[src/fatcm_pkg.sv]
// ----------------------------------------------------------------------------
// fatcm_pkg: shared constants for the two's-complement mantissa float adder
// Error codes and default widths.
// ----------------------------------------------------------------------------
`default_nettype none
package fatcm_pkg;
  localparam int unsigned MantWidth = 10;
  localparam int unsigned ExpWidth  = 6;

  typedef enum logic [1:0] {
    ERR_NONE      = 2'd0,
    ERR_POS_OVF   = 2'd1,
    ERR_NEG_OVF   = 2'd2,
    ERR_UNDERFLOW = 2'd3
  } err_e;
endpackage
`default_nettype wire

[src/float_add_twos_complement_mantissa.sv]
// ----------------------------------------------------------------------------
// float_add_twos_complement_mantissa: iterative float adder
// Aligns by one-bit shift steps, adds, then normalizes one bit per cycle.
// ----------------------------------------------------------------------------
// channel  | direction | handshake           | word
// command  | in        | start_i && !busy_o  | a/b mantissa, a/b exponent
// result   | out       | valid_o (one cycle) | error_code, sum mantissa/exponent
//
// A pair whose exponents are MANT_WIDTH or more apart returns in the next
// cycle; otherwise a one-bit shifter does the alignment in S_ALIGN, S_ADD
// adds, then S_NORM does the left normalization. The receiver cannot stall;
// busy_o drops in the cycle the result is shown. Reset clears the sequencer
// and valid_o.
`default_nettype none
module float_add_twos_complement_mantissa #(
  parameter int unsigned MANT_WIDTH = fatcm_pkg::MantWidth,
  parameter int unsigned EXP_WIDTH  = fatcm_pkg::ExpWidth
) (
  input  wire logic                         clk_i,
  input  wire logic                         rst_ni,
  input  wire logic                         start_i,
  output logic                              busy_o,
  input  wire logic signed [MANT_WIDTH-1:0] a_mantissa_i,
  input  wire logic        [EXP_WIDTH-1:0]  a_exponent_i,
  input  wire logic signed [MANT_WIDTH-1:0] b_mantissa_i,
  input  wire logic        [EXP_WIDTH-1:0]  b_exponent_i,
  output logic                              valid_o,
  output logic             [1:0]            error_code_o,
  output logic signed [MANT_WIDTH-1:0]      sum_mantissa_o,
  output logic        [EXP_WIDTH-1:0]       sum_exponent_o
);
  localparam int unsigned SW = MANT_WIDTH + 1;
  localparam int unsigned CW = EXP_WIDTH + 1;

  typedef enum logic [1:0] {S_IDLE, S_ALIGN, S_ADD, S_NORM} state_e;

  state_e               state_q;
  logic [SW-1:0]        big_q, sml_q;
  logic [EXP_WIDTH-1:0] cnt_q;
  logic signed [CW:0]   cr_q;
  logic                 first_q;

  logic                 swap;
  logic [EXP_WIDTH-1:0] ea, eb, diff;
  logic [SW-1:0]        sum, shl;
  logic                 differ;

  assign swap   = a_exponent_i < b_exponent_i;
  assign ea     = swap ? b_exponent_i : a_exponent_i;
  assign eb     = swap ? a_exponent_i : b_exponent_i;
  assign diff   = ea - eb;
  assign sum    = big_q + sml_q;
  assign shl    = {big_q[SW-2:0], 1'b0};
  assign differ = big_q[SW-1] ^ big_q[SW-2];
  assign busy_o = state_q != S_IDLE;

  always_ff @(posedge clk_i or negedge rst_ni) begin
    if (!rst_ni) begin
      state_q <= S_IDLE;
      valid_o <= 1'b0;
    end else begin
      valid_o <= 1'b0;
      unique case (state_q)
        S_IDLE: begin
          if (start_i) begin
            big_q <= swap ? {b_mantissa_i[MANT_WIDTH-1], b_mantissa_i}
                          : {a_mantissa_i[MANT_WIDTH-1], a_mantissa_i};
            sml_q <= swap ? {a_mantissa_i[MANT_WIDTH-1], a_mantissa_i}
                          : {b_mantissa_i[MANT_WIDTH-1], b_mantissa_i};
            cnt_q <= diff;
            cr_q  <= (CW+1)'(ea);
            if ({{(32-EXP_WIDTH){1'b0}}, diff} >= MANT_WIDTH) begin
              valid_o        <= 1'b1;
              error_code_o   <= fatcm_pkg::ERR_NONE;
              sum_mantissa_o <= swap ? b_mantissa_i : a_mantissa_i;
              sum_exponent_o <= ea;
            end else begin
              state_q <= S_ALIGN;
            end
          end
        end
        S_ALIGN: begin
          if (cnt_q == '0) begin
            state_q <= S_ADD;
          end else begin
            sml_q <= {sml_q[SW-1], sml_q[SW-1:1]};
            cnt_q <= cnt_q - 1'b1;
          end
        end
        S_ADD: begin
          first_q <= 1'b1;
          if (sum == '0) begin
            valid_o        <= 1'b1;
            error_code_o   <= fatcm_pkg::ERR_NONE;
            sum_mantissa_o <= '0;
            sum_exponent_o <= '0;
            state_q        <= S_IDLE;
          end else if (sum[SW-1] ^ sum[SW-2]) begin
            valid_o <= 1'b1;
            state_q <= S_IDLE;
            if (cr_q + 1 >= (CW+1)'(1 << EXP_WIDTH)) begin
              error_code_o   <= sum[SW-1] ? fatcm_pkg::ERR_NEG_OVF
                                          : fatcm_pkg::ERR_POS_OVF;
              sum_mantissa_o <= '0;
              sum_exponent_o <= '0;
            end else begin
              error_code_o   <= fatcm_pkg::ERR_NONE;
              sum_mantissa_o <= sum[SW-1:1];
              sum_exponent_o <= EXP_WIDTH'(cr_q + 1);
            end
          end else begin
            big_q   <= {sum[SW-2:0], 1'b0};
            state_q <= S_NORM;
          end
        end
        S_NORM: begin
          if (differ) begin
            valid_o        <= 1'b1;
            error_code_o   <= fatcm_pkg::ERR_NONE;
            sum_mantissa_o <= big_q[SW-1:1];
            sum_exponent_o <= EXP_WIDTH'(cr_q);
            state_q        <= S_IDLE;
          end else if (cr_q == '0) begin
            valid_o        <= 1'b1;
            error_code_o   <= fatcm_pkg::ERR_UNDERFLOW;
            sum_mantissa_o <= '0;
            sum_exponent_o <= '0;
            state_q        <= S_IDLE;
          end else begin
            big_q   <= shl;
            cr_q    <= (CW+1)'(cr_q - 1);
            first_q <= 1'b0;
          end
        end
        default: state_q <= S_IDLE;
      endcase
    end
  end

  assert property (@(posedge clk_i) disable iff (!rst_ni)
    valid_o && error_code_o != fatcm_pkg::ERR_NONE |-> sum_mantissa_o == '0)
    else $error("error result with nonzero mantissa");
  assert property (@(posedge clk_i) disable iff (!rst_ni)
    state_q == S_ALIGN |=> state_q == S_ALIGN || state_q == S_ADD)
    else $error("align left badly");
  assert property (@(posedge clk_i) disable iff (!rst_ni)
    valid_o |-> !busy_o)
    else $error("result while busy");
  assert property (@(posedge clk_i) disable iff (!rst_ni)
    state_q == S_NORM && !first_q |-> cr_q >= 0)
    else $error("exponent went negative");
endmodule
`default_nettype wire
[config.mk]
export PLATFORM = sky130hd
export DESIGN_NAME = float_add_twos_complement_mantissa
export DESIGN_NICKNAME = d
export VERILOG_FILES = /design/src/fatcm_pkg.sv /design/src/float_add_twos_complement_mantissa.sv
export SDC_FILE = /design/constraint.sdc
export NUM_CORES = 1
export LEC_CHECK = 0
export BUFFER_PORTS_ARGS = -buffer_cell sky130_fd_sc_hd__buf_4
export CELL_PAD_IN_SITES_DETAIL_PLACEMENT = 1
export CELL_PAD_IN_SITES_GLOBAL_PLACEMENT = 1
export CORE_UTILIZATION = 40
export CTS_BUF_LIST = sky130_fd_sc_hd__clkbuf_2
export DETAILED_ROUTE_END_ITERATION = 7
export PLACE_DENSITY = 0.78
export SLEW_MARGIN = 20
export SYNTH_ARGS = -nofsm -noshare
export SYNTH_HDL_FRONTEND = slang
export SYNTH_SLANG_ARGS = --single-unit
[constraint.sdc]
create_clock -name clk_i -period 4.4 [get_ports clk_i]
set_input_delay 0.88 -clock clk_i [delete_from_list [all_inputs] [get_ports clk_i]]
set_output_delay 0.88 -clock clk_i [all_outputs]
set_load 0.01 [all_outputs]
# After elaboration in Yosys (flattened, before gate mapping)
# Cells that the tools add are included.
# totals
input_bits,35
output_inout_bits,20
reg_bits,57
word_cells,110
# classes
muxes,61
n_reduce_logical,14
magnitude_cmp,3
n_bitwise,3
addsub,5
n_eq_ne,14
# ops
operator,n
10-bit 2-to-1 mux,9
11-bit 2-to-1 mux,8
6-bit 2-to-1 mux,11
11-bit case mux with 3 select lines,1
32-bit by 8-bit greater-or-equal comparator with 1-bit output (second input constant),1
2-bit 2-to-1 mux,15
10-bit case mux with 3 select lines,1
8-bit 2-to-1 mux,3
11-bit case mux with 2 select lines,1
2-bit != test (second input constant),9
6-bit case mux with 3 select lines,1
8-bit case mux with 2 select lines,1
6-bit case mux with 2 select lines,1
4-bit AND reduction,3
11-bit adder,1
11-bit logical NOT,1
8-bit by 2-bit adder with 9-bit output (second input constant),1
8-bit logical NOT,1
2-bit case mux with 4 select lines,1
8-bit by 2-bit subtractor with 8-bit output (second input constant),1
7-bit AND reduction,1
6-bit by 4-bit greater-or-equal comparator with 1-bit output (second input constant),1
6-bit logical NOT,1
6-bit less-than comparator,1
other kinds (15),25

# Logic depth before layout (Yosys ltp)
# Gate-level depths: netlist of the first run.
# depth
ltp_word,7
depth_mapped,15
ltp_nobuf,13

# Worst setup path before layout of the first run
# No wires, ideal clock.
# synth_path
path_type,in2reg
start,input port b_exponent_i[3]
end,"register error_code_o[0], enable pin"
t_required_ns,4.001
path_stages,15
slack_ns,-0.406
arrival_time_ns,4.407
path_cell_list,inv_1 ha_1 buf_2 o21a_1 o31ai_2 a21oi_2 clkbuf_1 mux2_2 ha_1 nand3_1 o21ai_0 nor4_1 xnor2_1 o31ai_1 a21oi_1
# synth_between
elab_chain_len,6
# synth_rtl
element,line_no,rtl
"start, declared",float_add_twos_complement_mantissa.sv:26,"input wire logic [EXP_WIDTH-1:0] b_exponent_i,"
6-bit less-than comparator,float_add_twos_complement_mantissa.sv:48,assign swap = a_exponent_i < b_exponent_i;
"6-bit 2-to-1 mux, on equally long branches","float_add_twos_complement_mantissa.sv:49, float_add_twos_complement_mantissa.sv:50",
6-bit subtractor *,float_add_twos_complement_mantissa.sv:51,assign diff = ea - eb;
6-bit by 4-bit greater-or-equal comparator with 1-bit output *,float_add_twos_complement_mantissa.sv:72,"if ({{(32-EXP_WIDTH){1'b0}}, diff} >= MANT_WIDTH) begin"
2-bit != test (no source line) *,n/a,
6-bit AND reduction (no source line) *,n/a,
"end signal, assigned",float_add_twos_complement_mantissa.sv:74,error_code_o <= fatcm_pkg::ERR_NONE;
"end signal, assigned",float_add_twos_complement_mantissa.sv:94,error_code_o <= fatcm_pkg::ERR_NONE;
"end signal, assigned",float_add_twos_complement_mantissa.sv:102,error_code_o <= sum[SW-1] ? fatcm_pkg::ERR_NEG_OVF
"end, declared",float_add_twos_complement_mantissa.sv:28,"output logic [1:0] error_code_o,"
# Mark *: on every way between the ends. The rest lies on a longest branch, timed or not.
# A chain may end at the register's enable or synchronous reset.

# Worst setup path in the final report of the first run
# layout_path
start,register big_q[0]
end,"register big_q[6], enable pin"
# layout_between
elab_chain_len,4
# layout_rtl
element,line_no,rtl
"start, declared",float_add_twos_complement_mantissa.sv:38,"logic [SW-1:0] big_q, sml_q;"
"start signal, assigned",float_add_twos_complement_mantissa.sv:66,"big_q <= swap ? {b_mantissa_i[MANT_WIDTH-1], b_mantissa_i}"
"start signal, assigned",float_add_twos_complement_mantissa.sv:112,"big_q <= {sum[SW-2:0], 1'b0};"
"start signal, assigned",float_add_twos_complement_mantissa.sv:130,big_q <= shl;
11-bit adder *,float_add_twos_complement_mantissa.sv:52,assign sum = big_q + sml_q;
11-bit logical NOT or 1-bit XOR (tied branches),"float_add_twos_complement_mantissa.sv:92, float_add_twos_complement_mantissa.sv:98",
2-bit != test (no source line),n/a,
7-bit AND reduction (no source line) *,n/a,
# Marked as above.

==> flow_metrics.env, run 1 <==
export IMPL_status="finished clean"
export IMPL_cts_tree="done"
export IMPL_ioPinCount=55
export IMPL_cts_buffers=9
export IMPL_synth_area_mm2=0.00422
export IMPL_synth_compound_area_share_pct=19.9
export IMPL_cts_buffer_depth=2
export IMPL_hpwl_um=8670
export IMPL_die_y_um=105
export IMPL_syn2layout_area_growth_pct=15.1
export IMPL_max_slew_margin_pct=46.8
export IMPL_multi_input_comb_area_mm2=0.00237
export IMPL_postSynthAreaPerCell_um2=9.31
export IMPL_synth_main_ff_cell="edfxtp_1"
export IMPL_nFillCells=1248
export IMPL_drcViolationCount=0
export IMPL_antenna_found_initial=0
export IMPL_grt_first_pass_wirelength_um=18600
export IMPL_finalInstanceArea_mm2=0.00486
export IMPL_required_ns=4.55
export IMPL_max_freq_ghz=0.269
export IMPL_grt_util_all_layers_pct=21.6
export IMPL_syn_nets=513
export IMPL_dp_slack_ns=0.279
export IMPL_drt_first_pass_iters=4
export IMPL_post_drt_via_cell_ratio=5.72
export IMPL_cp_arrival_ns=3.87
export IMPL_antenna_left=0
export IMPL_fin_nets=562
export IMPL_clock_latency_ns=0.52
export IMPL_yosys_area_share_adder_pct=7.59
export IMPL_final_min_clock_period_ns=3.72
export IMPL_seqCellArea_mm2=0.00170
export IMPL_die_area_mm2=0.0110
export IMPL_grt_max_degree=40
export IMPL_async_flop_share_pct=5.26
export IMPL_core_mm2=0.0103
export IMPL_cap_violations=0
export IMPL_synth_xor_area_share_pct=4.57
export IMPL_fin_skew_ns=0.0369
export IMPL_drt_iter0_drc=249
export IMPL_final_layout_size_suffix_gt1_share_pct=18.1
export IMPL_antenna_cells=0
export IMPL_synth_mux_area_fraction_pct=5.01
export IMPL_gp_congestion=0.892
export IMPL_grt_pass1_vias=3733
export IMPL_cts_sinks=57
export IMPL_worstSetupPathType="reg2reg"
export IMPL_crit_path_start_kind="flop"
export IMPL_crit_fanout=11
export IMPL_endpoint_kind="flop"
export IMPL_htreeDepth=3
export IMPL_synth_edff_count=54
export IMPL_path_clk_slew_ns=0.16
export IMPL_routed_wl_um=11300
export IMPL_final_util_pct=47.2
export IMPL_via_count=3677
export IMPL_setup_viol=0
export IMPL_overflow=0
export IMPL_ys_warn_count=0
export IMPL_cts_root_buf="clkbuf_2"
export IMPL_synth_top_family_by_area="compound AO/OA/AOI/OAI gates"
export IMPL_worstMarginPinSlew_ns=0.787
export IMPL_synth_seq_cells=57
export IMPL_hold_ws_ns=0.154
export IMPL_worstHoldPathType="in2async"
export IMPL_hold_violations=0
export IMPL_ctsResizeCount=0
export IMPL_initial_core_util_pct=41.0
export IMPL_grt_setup_unrepaired="no"
export IMPL_io_buffers=54
export IMPL_die_width_um=105
export IMPL_yosysSeqAreaShare_pct=40.2
export IMPL_post_synth_inst_count=453
export IMPL_synthSimpleGateAreaFrac_pct=18.6
export IMPL_finalMaxSlewViolations=0
export IMPL_worst_slack_ns=0.684
export IMPL_fp_row_count=37
export IMPL_power_density_mw_per_mm2=566
export IMPL_layout_cells_non_filler=643
export IMPL_dpl_cell_area_mm2=0.00478
export IMPL_fin_crit_sh_pct=84.4
export IMPL_cts_hold_buffers=0
export IMPL_power_leakage_nw=1.99
export IMPL_p_total_mw=2.75
export IMPL_placed_cells=627
export IMPL_setup_tns_ns=0
export IMPL_drt_wirelength_per_cell_um=17.5
export IMPL_post_cts_buffers=0
export IMPL_synth_distinct_cells=61
export IMPL_irDropWorstVdd_uv=279
worst max-delay path, stage by stage, from the launching register on:
cell,delay [ns]
edfxtp_1,0.42
ha_1,0.25
fa_1,0.40
a21o_1,0.22
a31o_2,0.28
o22a_1,0.20
o211ai_1,0.41
nand2_2,0.08
o21ba_1,0.22
a211o_1,0.32
a21boi_2,0.55
cell type report:
class / instances / area share (%)
well taps: 136 / 3.50
clock inverters: 2 / 0.180
clock buffers: 14 / 1.44
flip-flops and latches: 57 / 34.9
inverters: 19 / 1.47
multi-input cells: 352 / 48.7
repair buffers: 63 / 9.74
where the power goes:
group | switching (mW) | leakage, nW | internal [mW] | total [mW]
registers | 0.124 | 0.539 | 0.839 | 0.963
clock network | 0.196 | 0.0636 | 0.0840 | 0.280
logic | 0.900 | 1.38 | 0.605 | 1.50
state kept, by name (all words and copies together), names as in the netlist:
name / flops
sum_mantissa_o: 10
sml_q: 11
cnt_q: 6
error_code_o: 2
sum_exponent_o: 6
big_q: 11
valid_o: 1
cr_q: 8
state_q: 2
synthesized netlist by cell type (all sizes together), types with 3 or more instances:
cell type / number / area, um^2
edfxtp: 54 / 1620
nand2: 54 / 205
nor2: 47 / 176
a21oi: 37 / 193
ha: 24 / 300
clkbuf: 21 / 78.8
mux2i: 20 / 200
inv: 19 / 71.3
o21ai: 13 / 65.1
xor2: 12 / 105
a31oi: 10 / 62.6
xnor2: 10 / 87.6
and3: 9 / 56.3
nor3: 9 / 45.0
nand3: 8 / 40.0
nor2b: 8 / 50.1
a211oi: 7 / 52.6
a21o: 7 / 52.6
nand2b: 7 / 43.8
o221ai: 7 / 61.3
o21a: 5 / 37.5
or3: 5 / 31.3
buf: 4 / 21.3
nor4: 4 / 25.0
o211ai: 4 / 30.0
a211o: 3 / 26.3
a221oi: 3 / 26.3
a32oi: 3 / 26.3
dfrtp: 3 / 75.1
nand3b: 3 / 22.5
or2: 3 / 18.8
cells by family after synthesis:
kind of cell,after synthesis
AND/OR/NAND/NOR,166
AO/OA/AOI/OAI,118
flip-flops,57
buffers and inverters,44
adder cells (fa/ha/maj),25
XOR/XNOR,22
multiplexers,21
path summary, 6_finish.rpt:
kind / to / slack [ns] / cells past startpoint / start
max: big_q[6]$_DFFE_PP_ / 0.68 / 10 / big_q[0]$_DFFE_PP_
min: state_q[0]$_DFFE_PN0P_ / 0.15 / 1 / rst_ni
max reg2reg: big_q[6]$_DFFE_PP_ / 0.68 / 10 / big_q[0]$_DFFE_PP_
min reg2reg: cnt_q[0]$_DFFE_PP_ / 0.62 / 1 / cnt_q[0]$_DFFE_PP_
max in group asynchronous: valid_o$_DFF_PN0_ / 4.10 / 1 / rst_ni
min in group clk_i: cnt_q[0]$_DFFE_PP_ / 0.62 / 1 / cnt_q[0]$_DFFE_PP_
layout by cell type, fill, tap and decap left out, types with 10 or more instances in the layout:
cell type,netlist,final
a21oi_1,35,34
a31oi_1,10,10
buf_4,1,63
clkbuf_2,0,14
edfxtp_1,54,54
ha_1,24,24
inv_1,19,19
mux2i_1,20,20
nand2_1,53,53
nor2_1,47,47
o21ai_0,13,13
xnor2_1,10,10
xor2_1,12,12
layer usage:
layer | GRT usage (%) | vias to the layer above | share of wire (%)
met5 | 0 | - | 0
met4 | 5.73 | 0 | 0.94
met3 | 3.81 | 9 | 4.9
li1 | - | 1771 | -
met2 | 35.5 | 81 | 48
met1 | 29.3 | 1816 | 46
Note: power is estimated with default switching activity, not from simulation.
==> run 2: changes to the inputs <==
- ABC_AREA: default -> 1
- PLACE_DENSITY: 0.78 -> 0.8
- clock period: 4.4 -> 3.6 ns (I/O delays scaled with it)
==> flow_metrics.env, run 2 <==
export IMPL_status="finished clean"
export IMPL_cts_buffer_depth=2
export IMPL_r2r_start="big_q[0]$_DFFE_PP_"
export IMPL_antenna_cells=0
export IMPL_synth_area_mm2=0.00422
export IMPL_synth_distinct_cells=39
export IMPL_ioPinCount=55
export IMPL_power_leakage_nw=2.23
export IMPL_antenna_found_initial=0
export IMPL_synth_most_common_cell="nand2_1"
export IMPL_irDropWorstVdd_uv=230
export IMPL_cp_common_cell="nand3_1"
export IMPL_cts_root_buf="clkbuf_2"
export IMPL_final_util_pct=47.9
export IMPL_required_ns=3.80
export IMPL_setup_viol=0
export IMPL_endpoint_kind="flop"
export IMPL_post_drt_via_cell_ratio=5.38
export IMPL_synth_top_area_cell="edfxtp_1"
export IMPL_synth_main_ff_cell="edfxtp_1"
export IMPL_io_buffers=54
export IMPL_hpwl_um=9590
export IMPL_synth_edff_count=54
export IMPL_via_count=3967
export IMPL_ys_warn_count=0
export IMPL_grt_max_degree=24
export IMPL_syn2layout_area_growth_pct=16.6
export IMPL_die_width_um=105
export IMPL_postSynthAreaPerCell_um2=7.85
export IMPL_antenna_left=0
export IMPL_crit_path_start_kind="flop"
export IMPL_cts_sinks=57
export IMPL_grt_pass1_vias=4112
export IMPL_final_common_cell="nand2_1"
export IMPL_dpl_cell_area_mm2=0.00482
export IMPL_grt_first_pass_wirelength_um=20200
export IMPL_drt_wirelength_per_cell_um=16.3
export IMPL_setup_tns_ns=0
export IMPL_drt_iter0_drc=205
export IMPL_drcViolationCount=0
export IMPL_fin_nets=658
export IMPL_post_synth_inst_count=538
export IMPL_fin_crit_sh_pct=91.9
export IMPL_p_total_mw=3.59
export IMPL_crit_path_start="big_q[0]$_DFFE_PP_"
export IMPL_rrSetupSlack_ns=0.29
export IMPL_max_freq_ghz=0.302
export IMPL_hold_violations=0
export IMPL_final_layout_size_suffix_gt1_share_pct=16.4
export IMPL_worstHoldPathType="in2async"
export IMPL_worst_slack_ns=0.293
export IMPL_crit_family="simple AND/OR/NAND/NOR gates"
export IMPL_post_cts_buffers=0
export IMPL_gp_congestion=0.866
export IMPL_final_cell_mix="nand2_1, inv_1, buf_4"
export IMPL_rr_worst_depth=13
export IMPL_finalMaxSlewViolations=0
export IMPL_synth_top_cell_area_share_pct=38.4
export IMPL_synth_area_top_cells="edfxtp_1, nand2_1, ha_1, inv_1, o21ai_0"
export IMPL_max_stage_delay_ns=0.46
export IMPL_overflow=0
export IMPL_cap_violations=0
export IMPL_cts_tree="done"
export IMPL_drt_first_pass_iters=4
export IMPL_clock_latency_ns=0.50
export IMPL_final_min_clock_period_ns=3.31
export IMPL_synth_seq_cells=57
export IMPL_routed_wl_um=12100
export IMPL_htreeDepth=3
export IMPL_crit_buf_inv=1
export IMPL_fin_skew_ns=0.0360
export IMPL_worstSetupPathType="reg2reg"
export IMPL_dp_slack_ns=0.184
export IMPL_power_density_mw_per_mm2=730
export IMPL_slowest_stage="fa_1"
export IMPL_core_mm2=0.0103
export IMPL_grt_setup_unrepaired="no"
export IMPL_synthTopCellsByCount="nand2_1, inv_1, edfxtp_1, nor2_1, o21ai_0"
export IMPL_grt_util_all_layers_pct=23.5
export IMPL_yosysSeqAreaShare_pct=40.2
export IMPL_path_clk_slew_ns=0.17
export IMPL_async_flop_share_pct=5.26
export IMPL_top_regs="big_q x11, sml_q x11, sum_mantissa_o x10"
export IMPL_syn_nets=598
export IMPL_finalInstanceArea_mm2=0.00492
export IMPL_die_area_mm2=0.0110
export IMPL_crit_chain="ha_1, fa_1, nand3_1, nand3_1, a21oi_1, xor2_1, nand3_1, nor2_1, nand3_2, nand3_1, nand2_1, nor2_1, buf_12"
export IMPL_cp_arrival_ns=3.51
export IMPL_crit_fanout=18
export IMPL_worstMarginPinSlew_ns=0.670
export IMPL_crit_cells=13
export IMPL_max_slew_margin_pct=55.3
export IMPL_die_y_um=105
export IMPL_cts_buffers=9
export IMPL_fp_row_count=37
export IMPL_initial_core_util_pct=41.1
-- run 2: cell types whose count changed after synthesis, moves of 17 or more --
cell | before | now
nand3_1 | 8 | 39
o21ai_0 | 13 | 49
a21oi_1 | 35 | 18
mux2i_1 | 20 | 0
inv_1 | 19 | 71
nand2_1 | 53 | 120
-- run 2: cells by family after synthesis --
logic type      after synthesis  synth area share [%]
buf+inv                      87                  7.97
xor+xnor                     20                  4.33
compound gates               98                  13.7
flops                        57                  40.2
fa+ha+maj                    25                  7.59
simple gates                251                  26.3
-- run 2: power breakdown --
part           total, mW  internal, mW  switching, mW
logic               1.96         0.688           1.27
clock network      0.401         0.153          0.248
registers           1.24          1.06          0.172
-- run 2: final timing paths --
check / endpoint
worst max-delay path: sum_mantissa_o[9]$_DFFE_PP_
worst min-delay path: valid_o$_DFF_PN0_
worst max register to register: sum_mantissa_o[9]$_DFFE_PP_
worst min register to register: state_q[0]$_DFFE_PN0P_
max in group asynchronous: state_q[0]$_DFFE_PN0P_
min in group clk_i: valid_o$_DFF_PN0_
-- run 2: area by class of cell --
cell class | count | area [um^2]
Clock buffer | 10 | 50.0
Fill cell | 1301 | 5350
Tap cell | 136 | 170
Clock inverter | 5 | 47.5
Inverter | 72 | 270
Timing Repair Buffer | 64 | 495
Multi-Input combinational cell | 394 | 2190
Sequential cell | 57 | 1700
-- run 2: layer usage --
layer  GRT usage, %  up-vias  routed length, um
li1               -     1940                  -
met1           31.9     1898               5660
met2           38.4      111               5580
met3           3.87       18                648
met4           7.44        0                165
met5              0        -                  0
-- run 2: through the flow --
step / std cells / hold WS (ns)
floorplan: 538 / 0.424
global placement: 722 / 0.516
detailed placement: 722 / 0.517
CTS: 738 / 0.521
global route: 738 / 0.526
finish: 738 / 0.540
-- run 2: timing repair --
action / CTS / global route
gates resized for setup: 0 / 0
hold buffers: 1 / 0
endpoints found under the setup margin: 0 / 0
hold endpoints to repair: 3 / 0
==> run 3: changes to the inputs <==
- clock period: 3.6 -> 3.06 ns (I/O delays scaled with it)
==> flow_metrics.env, run 3 (synthesis gave the netlist of run 2 again) <==
export IMPL_status="finished clean"
export IMPL_fin_nets=686
export IMPL_final_cell_mix="nand2_1, buf_4, inv_1"
export IMPL_cts_tree="done"
export IMPL_dp_slack_ns=-0.206
export IMPL_grt_first_pass_wirelength_um=20200
export IMPL_r2r_start="sml_q[6]$_DFFE_PP_"
export IMPL_rr_worst_depth=14
export IMPL_worstMarginPinSlew_ns=0.711
export IMPL_routed_wl_um=12500
export IMPL_hold_violations=0
export IMPL_final_layout_size_suffix_gt1_share_pct=22.2
export IMPL_worst_slack_ns=0.0633
export IMPL_max_freq_ghz=0.334
export IMPL_irDropWorstVdd_uv=303
export IMPL_grt_util_all_layers_pct=23.6
export IMPL_gp_congestion=0.857
export IMPL_setup_tns_ns=0
export IMPL_drcViolationCount=0
export IMPL_core_mm2=0.0103
export IMPL_htreeDepth=3
export IMPL_fin_crit_sh_pct=97.9
export IMPL_crit_path_start_kind="flop"
export IMPL_max_slew_margin_pct=52.1
export IMPL_antenna_cells=0
export IMPL_top_regs="big_q x11, sml_q x11, sum_mantissa_o x10"
export IMPL_rrSetupSlack_ns=0.06
export IMPL_drt_wirelength_per_cell_um=16.3
export IMPL_final_util_pct=51.3
export IMPL_syn2layout_area_growth_pct=24.7
export IMPL_drt_first_pass_iters=4
export IMPL_drt_iter0_drc=188
export IMPL_fin_skew_ns=0.0394
export IMPL_finalMaxSlewViolations=0
export IMPL_final_min_clock_period_ns=3.00
export IMPL_initial_core_util_pct=41.1
export IMPL_io_buffers=54
export IMPL_max_stage_delay_ns=0.53
export IMPL_endpoint_kind="flop"
export IMPL_antenna_found_initial=0
export IMPL_fp_row_count=37
export IMPL_cts_buffers=9
export IMPL_path_clk_slew_ns=0.19
export IMPL_grt_max_degree=24
export IMPL_required_ns=3.28
export IMPL_cts_root_buf="clkbuf_2"
export IMPL_via_count=4032
export IMPL_crit_fanout=18
export IMPL_die_width_um=105
export IMPL_setup_viol=0
export IMPL_post_drt_via_cell_ratio=5.26
export IMPL_ioPinCount=55
export IMPL_grt_pass1_vias=4044
export IMPL_power_density_mw_per_mm2=910
export IMPL_die_area_mm2=0.0110
export IMPL_final_common_cell="nand2_1"
export IMPL_slowest_stage="edfxtp_1"
export IMPL_power_leakage_nw=2.39
export IMPL_crit_chain="ha_4, nand2_1, nor3_4, nand3_1, nand4_1, xor2_2, inv_1, nand2_1, nand2_1, buf_4, nand3_1, nand2_1, nor2_4, buf_12"
export IMPL_r2r_end="sum_mantissa_o[9]$_DFFE_PP_"
export IMPL_finalInstanceArea_mm2=0.00527
export IMPL_crit_path_start="sml_q[6]$_DFFE_PP_"
export IMPL_worstSetupPathType="reg2reg"
export IMPL_antenna_left=0
export IMPL_cp_common_cell="nand2_1"
export IMPL_hpwl_um=9810
export IMPL_die_y_um=105
export IMPL_cap_violations=0
export IMPL_dpl_cell_area_mm2=0.00499
export IMPL_cts_sinks=57
export IMPL_endpoint="sum_mantissa_o[9]$_DFFE_PP_"
export IMPL_cts_buffer_depth=2
export IMPL_clock_latency_ns=0.52
export IMPL_overflow=0
export IMPL_cp_arrival_ns=3.21
export IMPL_worstHoldPathType="in2async"
## run 3: changes by cell type in the layout (fill, tap and decap cells not counted), sizes merged
cell      delta
clkinvlp     +2
buf         +28
clkinv       -2
inv          +1
clkbuf       -1
bufinv       +1
## run 3: power breakdown
group / total (mW) / switching, mW / leakage (nW) / internal [mW]
Combinational: 2.75 / 1.63 / 1.76 / 1.12
Sequential: 1.46 / 0.204 / 0.547 / 1.25
Clock: 0.588 / 0.318 / 0.0783 / 0.270
Total: 4.80 / 2.16 / 2.39 / 2.64
## run 3: worst min path at each step
| stage | cells after the start | to | slack [ns] |
|---|---|---|---|
| floorplan | 0 | state_q[0]$_DFFE_PN0P_ | 0.32 |
| global placement | 1 | valid_o$_DFF_PN0_ | 0.41 |
| detailed placement | 1 | valid_o$_DFF_PN0_ | 0.41 |
| CTS | 2 | state_q[1]$_DFFE_PN0P_ | 0.39 |
| global route | 2 | state_q[1]$_DFFE_PN0P_ | 0.37 |
| finish | 2 | state_q[1]$_DFFE_PN0P_ | 0.41 |
## run 3: metrics by stage
stage	hold slack (ns)	total power [mW]	std cells
finish	0.407	4.80	767
global route	0.373	5.15	767
CTS	0.386	4.55	761
detailed placement	0.411	3.94	744
global placement	0.409	3.85	744
floorplan	0.316	2.98	538
## run 3: critical path: cells and delay by family, from the launching register on
family | cells | cell delay (ns)
adder cells (fa/ha/maj) | 1 | 0.34
buffers and inverters | 3 | 0.39
flip-flops | 1 | 0.53
AND/OR/NAND/NOR | 9 | 1.18
XOR/XNOR | 1 | 0.24
## run 3: what timing repair did
action | in CTS | in global routing
resized for setup | 2 | 10
gates cloned | 0 | 0
hold buffers | 1 | 0
hold endpoints to repair | 3 | 0
pin swaps | 0 | 6
endpoints found under the setup margin | 29 | 29
setup buffers | 0 | 6
## run 3: layout make-up
cell class              count  area (um^2)
repair buffers             92          718
multi-input cells         394         2270
well taps                 136          170
fillers                  1308         5010
clock buffers               9         45.0
clock inverters             7         93.8
flip-flops and latches     57         1700
inverters                  72          270
## run 3: layer usage
layer	global-route usage, %	vias up	routed length (um)
met5	0	-	0
met4	7.44	0	241
met3	3.87	23	744
met2	39.9	101	6030
met1	30.6	1913	5510
li1	-	1995	-
